### config.mk
export PLATFORM = sky130hd
export DESIGN_NAME = uplink_slot_queue_scheduler_unit
export DESIGN_NICKNAME = d
export VERILOG_FILES = /design/src/hdl/usqs_pkg.sv /design/src/hdl/uplink_slot_queue_scheduler_unit.sv /design/src/hdl/usqs_ctrl.sv /design/src/hdl/usqs_dp.sv
export SDC_FILE = /design/constraint.sdc
export NUM_CORES = 1
export LEC_CHECK = 0
export BUFFER_PORTS_ARGS = -buffer_cell sky130_fd_sc_hd__buf_2
export CORE_MARGIN = 2
export CORE_UTILIZATION = 45
export CTS_BUF_LIST = sky130_fd_sc_hd__clkbuf_8 sky130_fd_sc_hd__clkbuf_16
export CTS_CLUSTER_SIZE = 12
export DETAILED_ROUTE_END_ITERATION = 8
export GPL_ROUTABILITY_DRIVEN = 0
export GPL_TIMING_DRIVEN = 1
export PLACE_DENSITY = 0.71
export SLEW_MARGIN = 20
export SYNTH_ARGS = -nofsm -noshare
export SYNTH_HDL_FRONTEND = slang
export SYNTH_SLANG_ARGS = --single-unit
### constraint.sdc
create_clock -name clk -period 5.8 [get_ports clk]
set_input_delay 0.58 -clock clk [delete_from_list [all_inputs] [get_ports clk]]
set_output_delay 0.58 -clock clk [all_outputs]
set_load 0.05 [all_outputs]
### src/hdl/usqs_pkg.sv
// shared types, constants and helper functions for the uplink slot queue scheduler
`default_nettype none
package usqs_pkg;

    localparam int QUEUE_SLOTS = 32;
    localparam int PTR_W       = $clog2(QUEUE_SLOTS);
    localparam int LVL_W       = 5;
    localparam int REF_W       = 16;
    localparam int CLS_W       = 2;
    localparam int ENTRY_W     = CLS_W + REF_W;
    localparam int TIME_W      = 32;
    localparam int ID_W        = 24;
    localparam int CMD_W       = 16;
    localparam int DROP_W      = 16;
    localparam int REP_W       = 3;
    localparam int WIN_W       = 16;
    localparam int CFG_W       = 16;
    localparam int CFG_IDX_W   = 2;
    localparam int SRC_W       = 2;
    localparam int IN_DATA_W   = 88;
    localparam int OUT_DATA_W  = 40;

    typedef logic [PTR_W-1:0] ptr_t;

    localparam logic [ID_W-1:0] ID_HEARTBEAT = 24'd0;
    localparam logic [ID_W-1:0] ID_SET_MODE  = 24'd11;
    localparam logic [ID_W-1:0] ID_MANUAL    = 24'd69;
    localparam logic [ID_W-1:0] ID_LONG      = 24'd76;

    localparam logic [CMD_W-1:0] CMD_ARM      = 16'd400;
    localparam logic [CMD_W-1:0] CMD_SET_MODE = 16'd176;

    localparam logic [CLS_W-1:0] CLS_PLAIN     = 2'd0;
    localparam logic [CLS_W-1:0] CLS_SET_MODE  = 2'd1;
    localparam logic [CLS_W-1:0] CLS_ARM       = 2'd2;
    localparam logic [CLS_W-1:0] CLS_LONG_MODE = 2'd3;

    localparam logic [SRC_W-1:0] SRC_QUEUE     = 2'd0;
    localparam logic [SRC_W-1:0] SRC_MANUAL    = 2'd1;
    localparam logic [SRC_W-1:0] SRC_HEARTBEAT = 2'd2;

    localparam logic [CFG_IDX_W-1:0] REG_FRESH_WINDOW = 2'd0;
    localparam logic [CFG_IDX_W-1:0] REG_USB_LIVE     = 2'd1;
    localparam logic [CFG_IDX_W-1:0] REG_STATE_REPS   = 2'd2;

    localparam logic [WIN_W-1:0] FRESH_WINDOW_RST = 16'd300;
    localparam logic [WIN_W-1:0] USB_LIVE_RST     = 16'd2000;
    localparam logic [REP_W-1:0] STATE_REPS_RST   = 3'd3;

    typedef enum logic [2:0] {
        ST_IDLE,
        ST_DECODE,
        ST_SCAN,
        ST_PUSH,
        ST_POP,
        ST_DONE
    } state_t;

    typedef struct packed {
        logic accept;
        logic decode;
        logic pop;
        logic scan_run;
        logic push;
        logic out_load;
    } cmd_t;

    typedef struct packed {
        logic op;
        logic state_cmd;
        logic plain_push;
        logic live;
        logic nonempty;
        logic scan_done;
        logic reps_zero;
        logic out_free;
    } sts_t;

    function automatic ptr_t next_ptr(input ptr_t p);
        ptr_t n;
        if (p == ptr_t'(QUEUE_SLOTS - 1))
            n = '0;
        else
            n = p + ptr_t'(1);
        return n;
    endfunction

    function automatic logic [CLS_W-1:0] class_of(input logic [ID_W-1:0] id,
                                                  input logic [CMD_W-1:0] cmd);
        logic [CLS_W-1:0] c;
        if (id == ID_SET_MODE)
            c = CLS_SET_MODE;
        else if (id == ID_LONG && cmd == CMD_ARM)
            c = CLS_ARM;
        else if (id == ID_LONG && cmd == CMD_SET_MODE)
            c = CLS_LONG_MODE;
        else
            c = CLS_PLAIN;
        return c;
    endfunction

    function automatic logic [LVL_W-1:0] queue_level(input ptr_t w, input ptr_t r);
        logic [PTR_W:0] d;
        if (w >= r)
            d = {1'b0, w} - {1'b0, r};
        else
            d = {1'b0, w} + (PTR_W+1)'(QUEUE_SLOTS) - {1'b0, r};
        return LVL_W'(d);
    endfunction

endpackage
`default_nettype wire

### src/hdl/uplink_slot_queue_scheduler_unit.sv
// top level of the uplink slot queue scheduler: stream ports, controller and datapath
// an accepted word is latched, then decoded; a live slot with a nonempty queue pops the head,
// a plain message is pushed, a state command first runs the compaction walk over the queue
// and then pushes state_repeats copies; the result register loads once the output is free
// one word at a time: s_tready high only in idle, until the result register is loaded
// reset clears pointers, drop count, times, manual latch; config takes defaults; store not reset
`default_nettype none
module uplink_slot_queue_scheduler_unit (
    input  wire logic                               clk,
    input  wire logic                               rst_n,
    input  wire logic                               cfg_wr_en,
    input  wire logic [usqs_pkg::CFG_IDX_W-1:0]     cfg_addr,
    input  wire logic [usqs_pkg::CFG_W-1:0]         cfg_wdata,
    input  wire logic                               s_tvalid,
    output logic                                    s_tready,
    // now_ms[31:0], msg_id[55:32], command[71:56], msg_ref[87:72]
    input  wire logic [usqs_pkg::IN_DATA_W-1:0]     s_tdata,
    // operation[0]
    input  wire logic                               s_tuser,
    output logic                                    m_tvalid,
    input  wire logic                               m_tready,
    // sent[0], out_ref[16:1], drop_count[32:17], queue_level[37:33], zero[39:38]
    output logic [usqs_pkg::OUT_DATA_W-1:0]         m_tdata,
    // source[1:0]
    output logic [usqs_pkg::SRC_W-1:0]              m_tuser
);

    usqs_pkg::cmd_t               cmd;
    usqs_pkg::sts_t               sts;
    logic                         out_sent;
    logic [usqs_pkg::REF_W-1:0]   out_ref;
    logic [usqs_pkg::DROP_W-1:0]  out_drop;
    logic [usqs_pkg::LVL_W-1:0]   out_level;

    usqs_ctrl u_ctrl (
        .clk      (clk),
        .rst_n    (rst_n),
        .s_tvalid (s_tvalid),
        .s_tready (s_tready),
        .sts      (sts),
        .cmd      (cmd)
    );

    usqs_dp u_dp (
        .clk        (clk),
        .rst_n      (rst_n),
        .cfg_wr_en  (cfg_wr_en),
        .cfg_addr   (cfg_addr),
        .cfg_wdata  (cfg_wdata),
        .in_op      (s_tuser),
        .in_now     (s_tdata[31:0]),
        .in_id      (s_tdata[55:32]),
        .in_cmd     (s_tdata[71:56]),
        .in_ref     (s_tdata[87:72]),
        .m_tready   (m_tready),
        .m_tvalid   (m_tvalid),
        .out_sent   (out_sent),
        .out_source (m_tuser),
        .out_ref    (out_ref),
        .out_drop   (out_drop),
        .out_level  (out_level),
        .cmd        (cmd),
        .sts        (sts)
    );

    assign m_tdata = {2'b00, out_level, out_drop, out_ref, out_sent};

`ifndef SYNTHESIS
    a_one_word_at_a_time: assert property (@(posedge clk) disable iff (!rst_n)
        (s_tvalid && s_tready) |=> !s_tready)
        else $error("input taken while a word is in flight");

    a_idle_slot_empty: assert property (@(posedge clk) disable iff (!rst_n)
        (m_tvalid && !m_tdata[0]) |-> (m_tuser == usqs_pkg::SRC_QUEUE && m_tdata[16:1] == '0))
        else $error("unsent result carries a source or handle");

    a_push_only_after_decode: assert property (@(posedge clk) disable iff (!rst_n)
        cmd.accept |=> !cmd.push && !cmd.scan_run && !cmd.out_load)
        else $error("work started before decode");
`endif

endmodule
`default_nettype wire

### src/hdl/usqs_ctrl.sv
// controller state machine sequencing decode, compaction, pushes, pop and result hand-off
`default_nettype none
module usqs_ctrl (
    input  wire logic          clk,
    input  wire logic          rst_n,
    input  wire logic          s_tvalid,
    output logic               s_tready,
    input  usqs_pkg::sts_t     sts,
    output usqs_pkg::cmd_t     cmd
);

    usqs_pkg::state_t state_reg;
    usqs_pkg::state_t state_next;

    always_ff @(posedge clk or negedge rst_n)
    begin
        if (!rst_n)
        begin
            state_reg <= usqs_pkg::ST_IDLE;
        end
        else
        begin
            state_reg <= state_next;
        end
    end

    always_comb
    begin
        state_next = state_reg;
        unique case (state_reg)
            usqs_pkg::ST_IDLE:
            begin
                if (s_tvalid)
                    state_next = usqs_pkg::ST_DECODE;
            end
            usqs_pkg::ST_DECODE:
            begin
                priority if (sts.op)
                    state_next = (sts.live && sts.nonempty) ? usqs_pkg::ST_POP
                                                            : usqs_pkg::ST_DONE;
                else if (sts.state_cmd)
                    state_next = usqs_pkg::ST_SCAN;
                else if (sts.plain_push)
                    state_next = usqs_pkg::ST_PUSH;
                else
                    state_next = usqs_pkg::ST_DONE;
            end
            usqs_pkg::ST_SCAN:
            begin
                if (sts.scan_done)
                    state_next = usqs_pkg::ST_PUSH;
            end
            usqs_pkg::ST_PUSH:
            begin
                if (sts.reps_zero)
                    state_next = usqs_pkg::ST_DONE;
            end
            usqs_pkg::ST_POP:
            begin
                state_next = usqs_pkg::ST_DONE;
            end
            usqs_pkg::ST_DONE:
            begin
                if (sts.out_free)
                    state_next = usqs_pkg::ST_IDLE;
            end
            default:
            begin
                state_next = usqs_pkg::ST_IDLE;
            end
        endcase
    end

    always_comb
    begin
        cmd      = '0;
        s_tready = 1'b0;
        unique case (state_reg)
            usqs_pkg::ST_IDLE:
            begin
                s_tready   = 1'b1;
                cmd.accept = s_tvalid;
            end
            usqs_pkg::ST_DECODE:
            begin
                cmd.decode = 1'b1;
            end
            usqs_pkg::ST_SCAN:
            begin
                cmd.scan_run = 1'b1;
            end
            usqs_pkg::ST_PUSH:
            begin
                cmd.push = !sts.reps_zero;
            end
            usqs_pkg::ST_POP:
            begin
                cmd.pop = 1'b1;
            end
            usqs_pkg::ST_DONE:
            begin
                cmd.out_load = sts.out_free;
            end
            default:
            begin
                cmd = '0;
            end
        endcase
    end

endmodule
`default_nettype wire

### src/hdl/usqs_dp.sv
// datapath: queue store, pointers, timers, manual latch, config registers and output register
`default_nettype none
module usqs_dp (
    input  wire logic                                clk,
    input  wire logic                                rst_n,
    input  wire logic                                cfg_wr_en,
    input  wire logic [usqs_pkg::CFG_IDX_W-1:0]      cfg_addr,
    input  wire logic [usqs_pkg::CFG_W-1:0]          cfg_wdata,
    input  wire logic                                in_op,
    input  wire logic [usqs_pkg::TIME_W-1:0]         in_now,
    input  wire logic [usqs_pkg::ID_W-1:0]           in_id,
    input  wire logic [usqs_pkg::CMD_W-1:0]          in_cmd,
    input  wire logic [usqs_pkg::REF_W-1:0]          in_ref,
    input  wire logic                                m_tready,
    output logic                                     m_tvalid,
    output logic                                     out_sent,
    output logic [usqs_pkg::SRC_W-1:0]               out_source,
    output logic [usqs_pkg::REF_W-1:0]               out_ref,
    output logic [usqs_pkg::DROP_W-1:0]              out_drop,
    output logic [usqs_pkg::LVL_W-1:0]               out_level,
    input  usqs_pkg::cmd_t                           cmd,
    output usqs_pkg::sts_t                           sts
);

    // config
    logic [usqs_pkg::WIN_W-1:0] fresh_window_reg;
    logic [usqs_pkg::WIN_W-1:0] usb_live_reg;
    logic [usqs_pkg::REP_W-1:0] state_reps_reg;

    // latched input word
    logic                         op_reg;
    logic [usqs_pkg::TIME_W-1:0]  now_reg;
    logic [usqs_pkg::ID_W-1:0]    id_reg;
    logic [usqs_pkg::CMD_W-1:0]   cmd_code_reg;
    logic [usqs_pkg::REF_W-1:0]   ref_reg;

    // scheduler state
    usqs_pkg::ptr_t               wr_ptr_reg;
    usqs_pkg::ptr_t               rd_ptr_reg;
    logic [usqs_pkg::DROP_W-1:0]  dropped_reg;
    logic [usqs_pkg::REF_W-1:0]   manual_ref_reg;
    logic [usqs_pkg::TIME_W-1:0]  manual_time_reg;
    logic                         manual_valid_reg;
    logic [usqs_pkg::TIME_W-1:0]  last_host_reg;

    // compaction walk
    usqs_pkg::ptr_t               scan_r_reg;
    usqs_pkg::ptr_t               scan_w_reg;
    logic                         pend_reg;
    logic [usqs_pkg::REP_W-1:0]   reps_left_reg;

    // step result
    logic                         res_sent_reg;
    logic [usqs_pkg::SRC_W-1:0]   res_source_reg;
    logic [usqs_pkg::REF_W-1:0]   res_ref_reg;

    // output word
    logic                         m_tvalid_reg;
    logic                         o_sent_reg;
    logic [usqs_pkg::SRC_W-1:0]   o_source_reg;
    logic [usqs_pkg::REF_W-1:0]   o_ref_reg;
    logic [usqs_pkg::DROP_W-1:0]  o_drop_reg;
    logic [usqs_pkg::LVL_W-1:0]   o_level_reg;

    // queue store
    logic [usqs_pkg::ENTRY_W-1:0] mem [usqs_pkg::QUEUE_SLOTS];
    logic [usqs_pkg::ENTRY_W-1:0] rdata_reg;
    logic                         mem_we;
    usqs_pkg::ptr_t               mem_waddr;
    logic [usqs_pkg::ENTRY_W-1:0] mem_wdata;
    usqs_pkg::ptr_t               mem_raddr;

    logic [usqs_pkg::CLS_W-1:0]   cls;
    logic [usqs_pkg::TIME_W-1:0]  host_age;
    logic [usqs_pkg::TIME_W-1:0]  manual_age;
    logic                         live;
    logic                         fresh;
    logic                         nonempty;
    logic                         full;
    logic                         scan_issue;
    logic                         scan_keep;

    assign cls        = usqs_pkg::class_of(id_reg, cmd_code_reg);
    assign host_age   = now_reg - last_host_reg;
    assign manual_age = now_reg - manual_time_reg;
    assign live       = host_age < {{(usqs_pkg::TIME_W-usqs_pkg::WIN_W){1'b0}}, usb_live_reg};
    assign fresh      = manual_valid_reg &&
                        (manual_age < {{(usqs_pkg::TIME_W-usqs_pkg::WIN_W){1'b0}},
                                       fresh_window_reg});
    assign nonempty   = rd_ptr_reg != wr_ptr_reg;
    assign full       = usqs_pkg::next_ptr(wr_ptr_reg) == rd_ptr_reg;
    assign scan_issue = cmd.scan_run && (scan_r_reg != wr_ptr_reg);
    assign scan_keep  = cmd.scan_run && pend_reg &&
                        (rdata_reg[usqs_pkg::ENTRY_W-1:usqs_pkg::REF_W] != cls);

    always_comb
    begin
        mem_raddr = cmd.scan_run ? scan_r_reg : rd_ptr_reg;
        mem_we    = 1'b0;
        mem_waddr = wr_ptr_reg;
        mem_wdata = {cls, ref_reg};
        if (scan_keep)
        begin
            mem_we    = 1'b1;
            mem_waddr = scan_w_reg;
            mem_wdata = rdata_reg;
        end
        else if (cmd.push && !full)
        begin
            mem_we = 1'b1;
        end
    end

    always_ff @(posedge clk)
    begin
        if (mem_we)
            mem[mem_waddr] <= mem_wdata;
        rdata_reg <= mem[mem_raddr];
    end

    // payload latches
    always_ff @(posedge clk)
    begin
        if (cmd.accept)
        begin
            op_reg       <= in_op;
            now_reg      <= in_now;
            id_reg       <= in_id;
            cmd_code_reg <= in_cmd;
            ref_reg      <= in_ref;
        end
        if (cmd.out_load)
        begin
            o_sent_reg   <= res_sent_reg;
            o_source_reg <= res_source_reg;
            o_ref_reg    <= res_ref_reg;
            o_drop_reg   <= dropped_reg;
            o_level_reg  <= usqs_pkg::queue_level(wr_ptr_reg, rd_ptr_reg);
        end
    end

    always_ff @(posedge clk or negedge rst_n)
    begin
        if (!rst_n)
        begin
            fresh_window_reg <= usqs_pkg::FRESH_WINDOW_RST;
            usb_live_reg     <= usqs_pkg::USB_LIVE_RST;
            state_reps_reg   <= usqs_pkg::STATE_REPS_RST;
            wr_ptr_reg       <= '0;
            rd_ptr_reg       <= '0;
            dropped_reg      <= '0;
            manual_ref_reg   <= '0;
            manual_time_reg  <= '0;
            manual_valid_reg <= 1'b0;
            last_host_reg    <= '0;
            scan_r_reg       <= '0;
            scan_w_reg       <= '0;
            pend_reg         <= 1'b0;
            reps_left_reg    <= '0;
            res_sent_reg     <= 1'b0;
            res_source_reg   <= '0;
            res_ref_reg      <= '0;
            m_tvalid_reg     <= 1'b0;
        end
        else
        begin
            if (cfg_wr_en)
            begin
                unique case (cfg_addr)
                    usqs_pkg::REG_FRESH_WINDOW: fresh_window_reg <= cfg_wdata;
                    usqs_pkg::REG_USB_LIVE:     usb_live_reg     <= cfg_wdata;
                    usqs_pkg::REG_STATE_REPS:   state_reps_reg   <= cfg_wdata[usqs_pkg::REP_W-1:0];
                    default:                    ;
                endcase
            end

            if (cmd.accept)
            begin
                res_sent_reg   <= 1'b0;
                res_source_reg <= usqs_pkg::SRC_QUEUE;
                res_ref_reg    <= '0;
                if (!in_op)
                begin
                    last_host_reg <= in_now;
                    if (in_id == usqs_pkg::ID_MANUAL)
                    begin
                        manual_ref_reg   <= in_ref;
                        manual_time_reg  <= in_now;
                        manual_valid_reg <= 1'b1;
                    end
                end
            end

            if (cmd.decode)
            begin
                scan_r_reg    <= rd_ptr_reg;
                scan_w_reg    <= rd_ptr_reg;
                pend_reg      <= 1'b0;
                reps_left_reg <= (cls != usqs_pkg::CLS_PLAIN) ? state_reps_reg
                                                              : usqs_pkg::REP_W'(1);
                if (op_reg && live)
                begin
                    res_sent_reg <= 1'b1;
                    priority if (nonempty)
                    begin
                        res_source_reg <= usqs_pkg::SRC_QUEUE;
                    end
                    else if (fresh)
                    begin
                        res_source_reg <= usqs_pkg::SRC_MANUAL;
                        res_ref_reg    <= manual_ref_reg;
                    end
                    else
                    begin
                        res_source_reg <= usqs_pkg::SRC_HEARTBEAT;
                    end
                end
            end

            if (cmd.pop)
            begin
                res_ref_reg <= rdata_reg[usqs_pkg::REF_W-1:0];
                rd_ptr_reg  <= usqs_pkg::next_ptr(rd_ptr_reg);
            end

            if (cmd.scan_run)
            begin
                pend_reg <= scan_issue;
                if (scan_issue)
                    scan_r_reg <= usqs_pkg::next_ptr(scan_r_reg);
                if (scan_keep)
                    scan_w_reg <= usqs_pkg::next_ptr(scan_w_reg);
                if (!scan_issue && !pend_reg)
                    wr_ptr_reg <= scan_w_reg;
            end

            if (cmd.push)
            begin
                reps_left_reg <= reps_left_reg - usqs_pkg::REP_W'(1);
                if (full)
                    dropped_reg <= dropped_reg + usqs_pkg::DROP_W'(1);
                else
                    wr_ptr_reg <= usqs_pkg::next_ptr(wr_ptr_reg);
            end

            if (cmd.out_load)
                m_tvalid_reg <= 1'b1;
            else if (m_tready)
                m_tvalid_reg <= 1'b0;
        end
    end

    always_comb
    begin
        sts.op         = op_reg;
        sts.state_cmd  = (id_reg != usqs_pkg::ID_MANUAL) && (cls != usqs_pkg::CLS_PLAIN);
        sts.plain_push = (id_reg != usqs_pkg::ID_MANUAL) && (id_reg != usqs_pkg::ID_HEARTBEAT);
        sts.live       = live;
        sts.nonempty   = nonempty;
        sts.scan_done  = !scan_issue && !pend_reg;
        sts.reps_zero  = reps_left_reg == '0;
        sts.out_free   = !m_tvalid_reg || m_tready;
    end

    assign m_tvalid   = m_tvalid_reg;
    assign out_sent   = o_sent_reg;
    assign out_source = o_source_reg;
    assign out_ref    = o_ref_reg;
    assign out_drop   = o_drop_reg;
    assign out_level  = o_level_reg;

endmodule
`default_nettype wire

==> PnR_summary.wiki, run 1 <==
{| class="wikitable"
! Metric !! Value
|-
| Status || finished clean
|-
| NumNets Final || 3235
|-
| Worst max-slew margin expressed relative to the limit || roughly 30%
|-
| Logic gate share of total power || 33.1%
|-
| Switching power total || slightly above 0.007 W
|-
| Pin count of the biggest net entering global routing || 76
|-
| Worst clock skew || 0.0461 ns
|-
| Area of the core || 0.0869 mm^2
|-
| P per Cell Area || 461 mW/mm^2
|-
| Netlist area before placement || 0.0395 mm^2
|-
| Avg WL per Cell || 23.0 um
|-
| Reg power frac || 39.7%
|-
| Share of the synthesized area in the top cell type || 53.6%
|-
| Highest achievable clock rate || 0.189 GHz
|-
| Antenna violations before repair || 3
|-
| Hold Violations, Final || 0
|-
| Clk slew on worst S/H paths || 0.06 ns
|-
| Number of pins with negative max-slew slack in the final report || 0
|-
| Die area || between 0.09 and 0.1 mm^2
|-
| Largest vdd supply drop || between 0.0003 and 0.0004 V
|-
| Signal arrival time at the worst endpoint || 5.81 ns
|-
| Remaining antenna violation count after routing || 0
|-
| Fraction of the yosys area taken by sequential cells || 65.9%
|-
| Clk root buf || sky130_fd_sc_hd__clkbuf_16
|-
| Routed via count divided by cell count || between 5 and 6
|-
| Final Setup Violations || 0
|-
| Remaining Overflow, GRT || 0
|-
| Number of max-cap violations || 0
|-
| CP Data Required Time || 6.32 ns
|-
| Num CTS Buffers || 94
|-
| Seq cells post-synth || 902
|-
| Synthesized instance count || around 2800
|-
| Number of synthesized flops with an enable pin || about 710
|-
| Total Negative Setup Slacks || 0 ns
|-
| CTS sink count || 902
|-
| Largest register FFs || 576
|-
| Kind of start point of the critical path || flip-flop
|-
| Most used flip-flop cell after synthesis || sky130_fd_sc_hd__edfxtp_1
|-
| DP Worst Slack || approximately 0.49 ns
|-
| Largest register by flop count || u_dp.mem
|-
| Cell Int Power || about 0.014 W
|-
| Final WS setup || 0.518 ns
|-
| Unrepaired setup endpoints after global routing || false
|-
| Via count of the first global-routing pass || 24200
|-
| Number of library cell types mapped by synthesis || 83
|-
| Number of gates resized after CTS || 0
|-
| Post-CTS Repair Setup Buffers || 0
|-
| Number of hold-repair buffers added at the cts stage || 1
|-
| DRC violation total after the first TritonRoute iteration || between 2000 and 3000
|-
| Capturing element type of the critical path || flip-flop
|-
| Kind of critical path || reg -> reg
|-
| Vert. Die Dim || 300 um
|-
| Row cnt || 108
|-
| Global-route wire length before repair || 146000 um
|-
| Yosys Warn Count || 0
|-
| Critical Path Slowest Stage Cell || sky130_fd_sc_hd__or4_4
|-
| CTS H-tree lvls || 3
|-
| Multi-input gate area || 0.0127 mm^2
|-
| Cells taking the most area after synthesis || sky130_fd_sc_hd__edfxtp_1 54%, sky130_fd_sc_hd__dfrtp_1 11%, sky130_fd_sc_hd__mux4_2 8.2%, sky130_fd_sc_hd__nand2_1 3.6%, sky130_fd_sc_hd__ha_1 3.4%
|-
| Number of I/O pins || 156
|-
| Source-to-sink clock delay at the later pin of the worst-skew pair || around 0.68 ns
|-
| Starting utilization of the core area || 45.5%
|-
| Cell-by-cell trace of the critical path || ha_1, fa_1, nand2b_1, a21o_1, nand3_1, a21boi_0, a31oi_1, o21ai_0, xor2_1, ha_1, a21oi_1, nor2b_1, o21ai_0, nand4_1, a311oi_1, nand4b_1, a2111o_1, or4_4, or4_4, nand3_1, a31oi_1
|-
| Overall routed net length || approximately 97000 um
|-
| Share of cells above drive strength 1 || 19.6%
|-
| Largest buffer count on any clock path || 3
|-
| Via total after detailed routing || approximately 24000
|-
| Total Routing Usage GR || 21.5%
|-
| Post-detailed-route DRC marker count || 0
|-
| Final worst path period share || 91.1%
|-
| First-pass detailed-route iteration total || 6
|-
| Share of total power in the clock network || 27.2%
|-
| Synthesized area divided by synthesized cell count || 14.1 um^2
|-
| Slowest Stage Delay on Critical Path || 0.70 ns
|-
| Detailed placement HPWL || 62900 um
|-
| Worst hold margin || 0.0803 ns
|-
| CTS tree || built
|-
| Slew @ Worst Pin || 1.03 ns
|-
| Class of the tightest hold or removal check || in -> reg
|-
| Width of the chip || 300 um
|-
| Proportion of synthesized flip-flops having asynchronous set or reset || 19.8%
|-
| FILL cells || 7080
|-
| Switching share of total power || 34.2%
|-
| Lkg Pwr || 16.7 nW
|-
| Buffers added on ports || 153
|-
| Register area || 0.0260 mm^2
|-
| Biggest area consumer among synthesized cells || sky130_fd_sc_hd__edfxtp_1
|-
| Period minus WS final || 5.28 ns
|-
| CP Max Fanout || 17
|-
| Syn-to-layout area delta || 13.7%
|}
-- synth_stat cells (31+ instances only) --
cell type                  count
sky130_fd_sc_hd__edfxtp_1    705
sky130_fd_sc_hd__nand2_1     379
sky130_fd_sc_hd__dfrtp_1     167
sky130_fd_sc_hd__o21ai_0     154
sky130_fd_sc_hd__mux4_2      144
sky130_fd_sc_hd__inv_1       128
sky130_fd_sc_hd__nand3_1     126
sky130_fd_sc_hd__nor2_1      125
sky130_fd_sc_hd__ha_1        107
sky130_fd_sc_hd__a21oi_1     104
sky130_fd_sc_hd__clkbuf_1     88
sky130_fd_sc_hd__xnor2_1      44
sky130_fd_sc_hd__mux2_2       43
sky130_fd_sc_hd__nand4_1      43
sky130_fd_sc_hd__xor2_1       32
sky130_fd_sc_hd__a31oi_1      31
-- power by group through the flow --
stage	Combinational (W)	Sequential [W]	Clock, W
finish	0.00686	0.00822	0.00563
global route	0.00747	0.00827	0.00597
CTS	0.00685	0.00821	0.00573
detailed placement	0.00680	0.00833	0
global placement	0.00670	0.00831	0
floorplan	0.00467	0.00838	0
-- placed cells by master (no fill, tap or decap), types with 15 or more instances in the layout --
master,netlist,layout
sky130_fd_sc_hd__dfxtp_1,18,18
sky130_fd_sc_hd__a21o_1,28,26
sky130_fd_sc_hd__nand2b_1,16,16
sky130_fd_sc_hd__nor3_1,27,27
sky130_fd_sc_hd__mux4_2,144,144
sky130_fd_sc_hd__xor2_1,32,32
sky130_fd_sc_hd__clkbuf_16,0,97
sky130_fd_sc_hd__dfrtp_1,167,167
sky130_fd_sc_hd__nor4_1,17,15
sky130_fd_sc_hd__o21ai_0,154,154
sky130_fd_sc_hd__inv_1,128,166
sky130_fd_sc_hd__nand2_1,379,369
sky130_fd_sc_hd__mux2_2,43,43
sky130_fd_sc_hd__buf_4,3,72
sky130_fd_sc_hd__nand3_1,126,126
sky130_fd_sc_hd__a31oi_1,31,31
sky130_fd_sc_hd__nor2_1,125,116
sky130_fd_sc_hd__nand4_1,43,43
sky130_fd_sc_hd__buf_2,10,152
sky130_fd_sc_hd__a21oi_1,104,100
sky130_fd_sc_hd__xnor2_1,44,44
sky130_fd_sc_hd__edfxtp_1,705,705
sky130_fd_sc_hd__ha_1,107,107
-- stage by stage --
stage | total power, W | cell area, um^2 | std cells | utilization [%]
2_1_floorplan | 0.0130 | 39500 | 2809 | -
3_3_place_gp | 0.0150 | 42000 | 4070 | 48.3
3_5_place_dp | 0.0151 | 42000 | 4071 | 48.3
4_1_cts | 0.0208 | 44900 | 4236 | 51.7
5_1_grt | 0.0217 | 44900 | 4238 | 51.7
6_report | 0.0207 | 44900 | 4239 | 51.7
-- final cells by class --
class                           count  area share [%]
Inverter                          129            1.08
Timing Repair Buffer              232            3.21
Tap cell                         1155            3.22
Antenna cell                        3          0.0167
Multi-Input combinational cell   1654            28.2
Clock inverter                     65           0.916
Sequential cell                   902            57.9
Clock buffer                       99            5.46
-- cells by family after synthesis --
kind of cell	share of synthesized area (%)
AND/OR/NAND/NOR	9.92
XOR/XNOR	1.69
adder cells (fa/ha/maj)	3.54
AO/OA/AOI/OAI	6.70
flip-flops	65.9
multiplexers	9.74
other	0.00949
buffers and inverters	2.52
-- worst max-delay path, delay by kind of cell, from the launching register on --
family	cells	cell delay, ns
compound gates	9	1.89
xor+xnor	1	0.10
fa+ha+maj	3	0.88
flops	1	0.37
simple gates	8	1.90
-- per-layer routing --
metal | routed length (um) | vias to the layer above | GRT usage (%)
met5 | 0 | - | 0
met4 | 3800 | 0 | 8.43
met3 | 7670 | 187 | 3.76
met2 | 46800 | 1031 | 35.2
met1 | 39100 | 12200 | 28.6
li1 | - | 11000 | -
-- final timing paths --
check | cells after the start | to | start | slack (ns)
setup / recovery | 21 | u_dp.res_ref_reg[15]$_DFF_PN0_ | u_dp.manual_time_reg[0]$_DFFE_PN0P_ | 0.52
hold / removal | 1 | u_dp.cmd_code_reg[0]$_DFFE_PP_ | s_tdata[56] | 0.08
setup reg to reg | 21 | u_dp.res_ref_reg[15]$_DFF_PN0_ | u_dp.manual_time_reg[0]$_DFFE_PN0P_ | 0.52
hold reg to reg | 0 | u_dp.out_ref[0]$_DFFE_PP_ | u_dp.res_ref_reg[0]$_DFF_PN0_ | 0.45
max in group asynchronous | 3 | u_dp.usb_live_reg[15]$_DFFE_PN0P_ | rst_n | 4.11
min in group asynchronous | 2 | u_dp.usb_live_reg[1]$_DFFE_PN0P_ | rst_n | 0.51
(Power assumes the default switching activity.)
==> run 2: changes to the inputs <==
--- a/config.mk
+++ b/config.mk
@@ -14,7 +14,9 @@
 export GPL_ROUTABILITY_DRIVEN = 0
 export GPL_TIMING_DRIVEN = 1
 export PLACE_DENSITY = 0.71
+export RECOVER_POWER = 25
 export SLEW_MARGIN = 20
 export SYNTH_ARGS = -nofsm -noshare
 export SYNTH_HDL_FRONTEND = slang
 export SYNTH_SLANG_ARGS = --single-unit
+export TNS_END_PERCENT = 20
==> PnR_summary.wiki, run 2 (synthesis gave the netlist of run 1 again) <==
{| class="wikitable"
! Metric !! Value
|-
| Total Negative Setup Slacks || 0 ns (unchanged)
|-
| Lkg Pwr || 16.4 nW (-2.0%)
|-
| Critical Path Slowest Stage Cell || sky130_fd_sc_hd__or4_4
|-
| Slew @ Worst Pin || 4.39 ns (+3.36 ns)
|-
| CTS sink count || 902 (unchanged)
|-
| Number of gates resized after CTS || 0 (unchanged)
|-
| CP Max Fanout || 17 (unchanged)
|-
| Met2 layer usage reported by global route || 35.2% (unchanged)
|-
| Kind of start point of the critical path || flip-flop
|-
| Hold depth || 1 (unchanged)
|-
| Signal arrival time at the worst endpoint || 5.84 ns (+0.03 ns)
|-
| Via count of the first global-routing pass || 24200 (unchanged)
|-
| Count of placed standard cells in the final layout, fillers left out || 4237 (-0.047%)
|-
| CP Data Required Time || 6.33 ns (about the same)
|-
| Class of the tightest hold or removal check || in -> reg
|-
| WP buf/inv || 0 (unchanged)
|-
| Num CTS Buffers || 94 (unchanged)
|-
| Area of the core || 0.0869 mm^2 (unchanged)
|-
| Final Setup Violations || 0 (unchanged)
|-
| Cell total after placement || 4071 (unchanged)
|-
| Number of hold-repair buffers added at the cts stage || 1 (unchanged)
|-
| Remaining antenna violation count after routing || 0 (unchanged)
|-
| Post-detailed-route DRC marker count || 0 (unchanged)
|-
| Layer with the highest usage || met2
|-
| Worst clock skew || 0.0470 ns (+0.000917 ns)
|-
| Syn-to-layout area delta || 13.2%
|-
| Worst hold path endpoint || u_dp.cmd_code_reg[0]$_DFFE_PP_
|-
| Number of pins with negative max-slew slack in the final report || 179 (+179)
|-
| Starting utilization of the core area || 45.5% (unchanged)
|-
| DRC violation total after the first TritonRoute iteration || 2538 (-3.2%)
|-
| Number of max-cap violations || 4 (+4)
|-
| Depth of the worst register-to-register path || 19 (-9.5%)
|-
| Met1 Resource Use GR || 28.6% (unchanged)
|-
| Largest register by flop count || u_dp.mem
|-
| Worst max-slew margin expressed relative to the limit || -193% (-220 points)
|-
| Global-route wire length before repair || 146000 um (unchanged)
|-
| Global-route track usage on met3 || 3.76% (unchanged)
|-
| First-pass detailed-route iteration total || 6 (unchanged)
|-
| Largest register FFs || 576 (unchanged)
|-
| Origin of the worst min-delay path || s_tdata[56]
|-
| Final worst path period share || 91.7% (+0.61 points)
|-
| Highest achievable clock rate || 0.188 GHz (-0.67%)
|-
| P per Cell Area || 462 mW/mm^2 (+0.29%)
|-
| Buffers added on ports || 153 (unchanged)
|-
| Crit Reg-Reg Startpoint || u_dp.manual_time_reg[0]$_DFFE_PN0P_
|-
| Cell-by-cell trace of the critical path || ha_1, fa_1, nand2b_1, a21o_1, nand3_1, a21boi_0, a31oi_1, xnor2_1, ha_1, a211oi_1, o211ai_1, a21oi_1, o311ai_0, nand4b_1, a2111o_1, or4_4, or4_4, nand3_1, a31oi_1
|-
| Remaining Overflow, GRT || 0 (unchanged)
|-
| Failing checks || capacitance limit, slew limit
|-
| Capturing element type of the critical path || flip-flop
|-
| Status || finished, violations left
|-
| Width of the chip || 300 um (unchanged)
|-
| Unrepaired setup endpoints after global routing || false
|-
| Antenna violations before repair || 3 (unchanged)
|-
| Detailed placement HPWL || 62900 um (unchanged)
|-
| Worst reg2reg endpoint || u_dp.res_ref_reg[15]$_DFF_PN0_
|-
| Clk slew on worst S/H paths || 0.06 ns (about the same)
|-
| Clk root buf || sky130_fd_sc_hd__clkbuf_16
|-
| Largest vdd supply drop || 0.000364 V (about the same)
|-
| Most common cell after layout, fill and taps aside || sky130_fd_sc_hd__edfxtp_1
|-
| Kind of cell adding the most delay to the critical path || compound AO/OA/AOI/OAI gates
|-
| Pin count of the biggest net entering global routing || 76 (unchanged)
|-
| CTS H-tree lvls || 3 (unchanged)
|-
| Slowest Stage Delay on Critical Path || 0.70 ns (about the same)
|-
| Number of I/O pins || 156 (unchanged)
|-
| Vert. Die Dim || 300 um (unchanged)
|-
| Kind of critical path || reg -> reg
|-
| Hold Violations, Final || 0 (unchanged)
|-
| Avg WL per Cell || 23.0 um (about the same)
|-
| Post-CTS Repair Setup Buffers || 0 (unchanged)
|-
| Source-to-sink clock delay at the later pin of the worst-skew pair || 0.68 ns (about the same)
|-
| NumNets Final || 3235 (unchanged)
|-
| Share of cells above drive strength 1 || 15.6% (-4.0 points)
|-
| Minimum setup slack among reg-to-reg paths || 0.48 ns (-0.04 ns)
|-
| Most frequent cells in the layout || 705 x sky130_fd_sc_hd__edfxtp_1, 369 x sky130_fd_sc_hd__nand2_1, 167 x sky130_fd_sc_hd__dfrtp_1
|-
| Row cnt || 108 (unchanged)
|-
| Worst hold margin || 0.0797 ns (-0.000569 ns)
|-
| Period minus WS final || 5.32 ns (+0.0355 ns)
|-
| Die area || 0.0902 mm^2 (unchanged)
|-
| Via total after detailed routing || 24400 (+0.18%)
|-
| Total Routing Usage GR || 21.5% (unchanged)
|-
| CTS tree || built
|-
| Overall routed net length || 97300 um (about the same)
|-
| Largest buffer count on any clock path || 3 (unchanged)
|-
| Routed via count divided by cell count || 5.76 (+0.23%)
|}
[run 2: changes by cell type in the layout (fill, tap and decap cells not counted), moves of 2 or more]
cell and change:
sky130_fd_sc_hd__nor3b_2 -2, sky130_fd_sc_hd__nor3b_1 +2, sky130_fd_sc_hd__diode_2 -2, sky130_fd_sc_hd__and2_1 -2, sky130_fd_sc_hd__clkbuf_1 +117, sky130_fd_sc_hd__buf_4 -5
sky130_fd_sc_hd__and2_0 +2, sky130_fd_sc_hd__buf_2 -111
[run 2: worst max-delay path by stage]
stage / endpoint / cells after the start / from
after CTS: u_dp.res_ref_reg[15]$_DFF_PN0_ / 19 / u_dp.manual_time_reg[0]$_DFFE_PN0P_
after detailed placement: u_dp.res_ref_reg[15]$_DFF_PN0_ / 21 / u_dp.manual_time_reg[0]$_DFFE_PN0P_
after global routing: u_dp.res_ref_reg[5]$_DFF_PN0_ / 21 / u_dp.manual_time_reg[0]$_DFFE_PN0P_
after global placement: u_dp.res_ref_reg[2]$_DFF_PN0_ / 21 / u_dp.manual_time_reg[0]$_DFFE_PN0P_
after floorplan: u_dp.res_ref_reg[10]$_DFF_PN0_ / 23 / u_dp.manual_time_reg[0]$_DFFE_PN0P_
final: u_dp.res_ref_reg[15]$_DFF_PN0_ / 19 / u_dp.manual_time_reg[0]$_DFFE_PN0P_
[run 2: through the flow]
stage | cell area [um^2] | power, W | worst slack, ns | util [%]
4_1_cts | 44900 | 0.0208 | 0.522 | 51.7
6_report | 44700 | 0.0207 | 0.482 | 51.5
3_5_place_dp | 42000 | 0.0151 | 0.493 | 48.3
3_3_place_gp | 42000 | 0.0150 | 0.525 | 48.3
2_1_floorplan | 39500 | 0.0130 | 0.882 | -
5_1_grt | 44700 | 0.0217 | 0.130 | 51.5
[run 2: layout make-up]
type,count,area [um^2]
tap,1155,1450
clock buffer,99,2450
fill,7149,42200
sequential,902,26000
antenna,1,2.50
clock inverter,65,412
multi-input combinational,1654,12600
timing repair buffer,232,1270
inverter,129,487
[run 2: layer usage]
layer / routed length, um / up-vias
li1: - / 11000
met1: 39200 / 12200
met2: 46400 / 1058
met3: 7660 / 202
met4: 3970 / 2
met5: 13 / -
[run 2: power breakdown]
| group | internal (W) | switching (W) | leakage [nW] |
|---|---|---|---|
| sequential | 0.00779 | 0.000434 | 8.57 |
| combinational | 0.00265 | 0.00417 | 6.24 |
| clock | 0.00317 | 0.00246 | 1.53 |
| total | 0.0136 | 0.00707 | 16.4 |
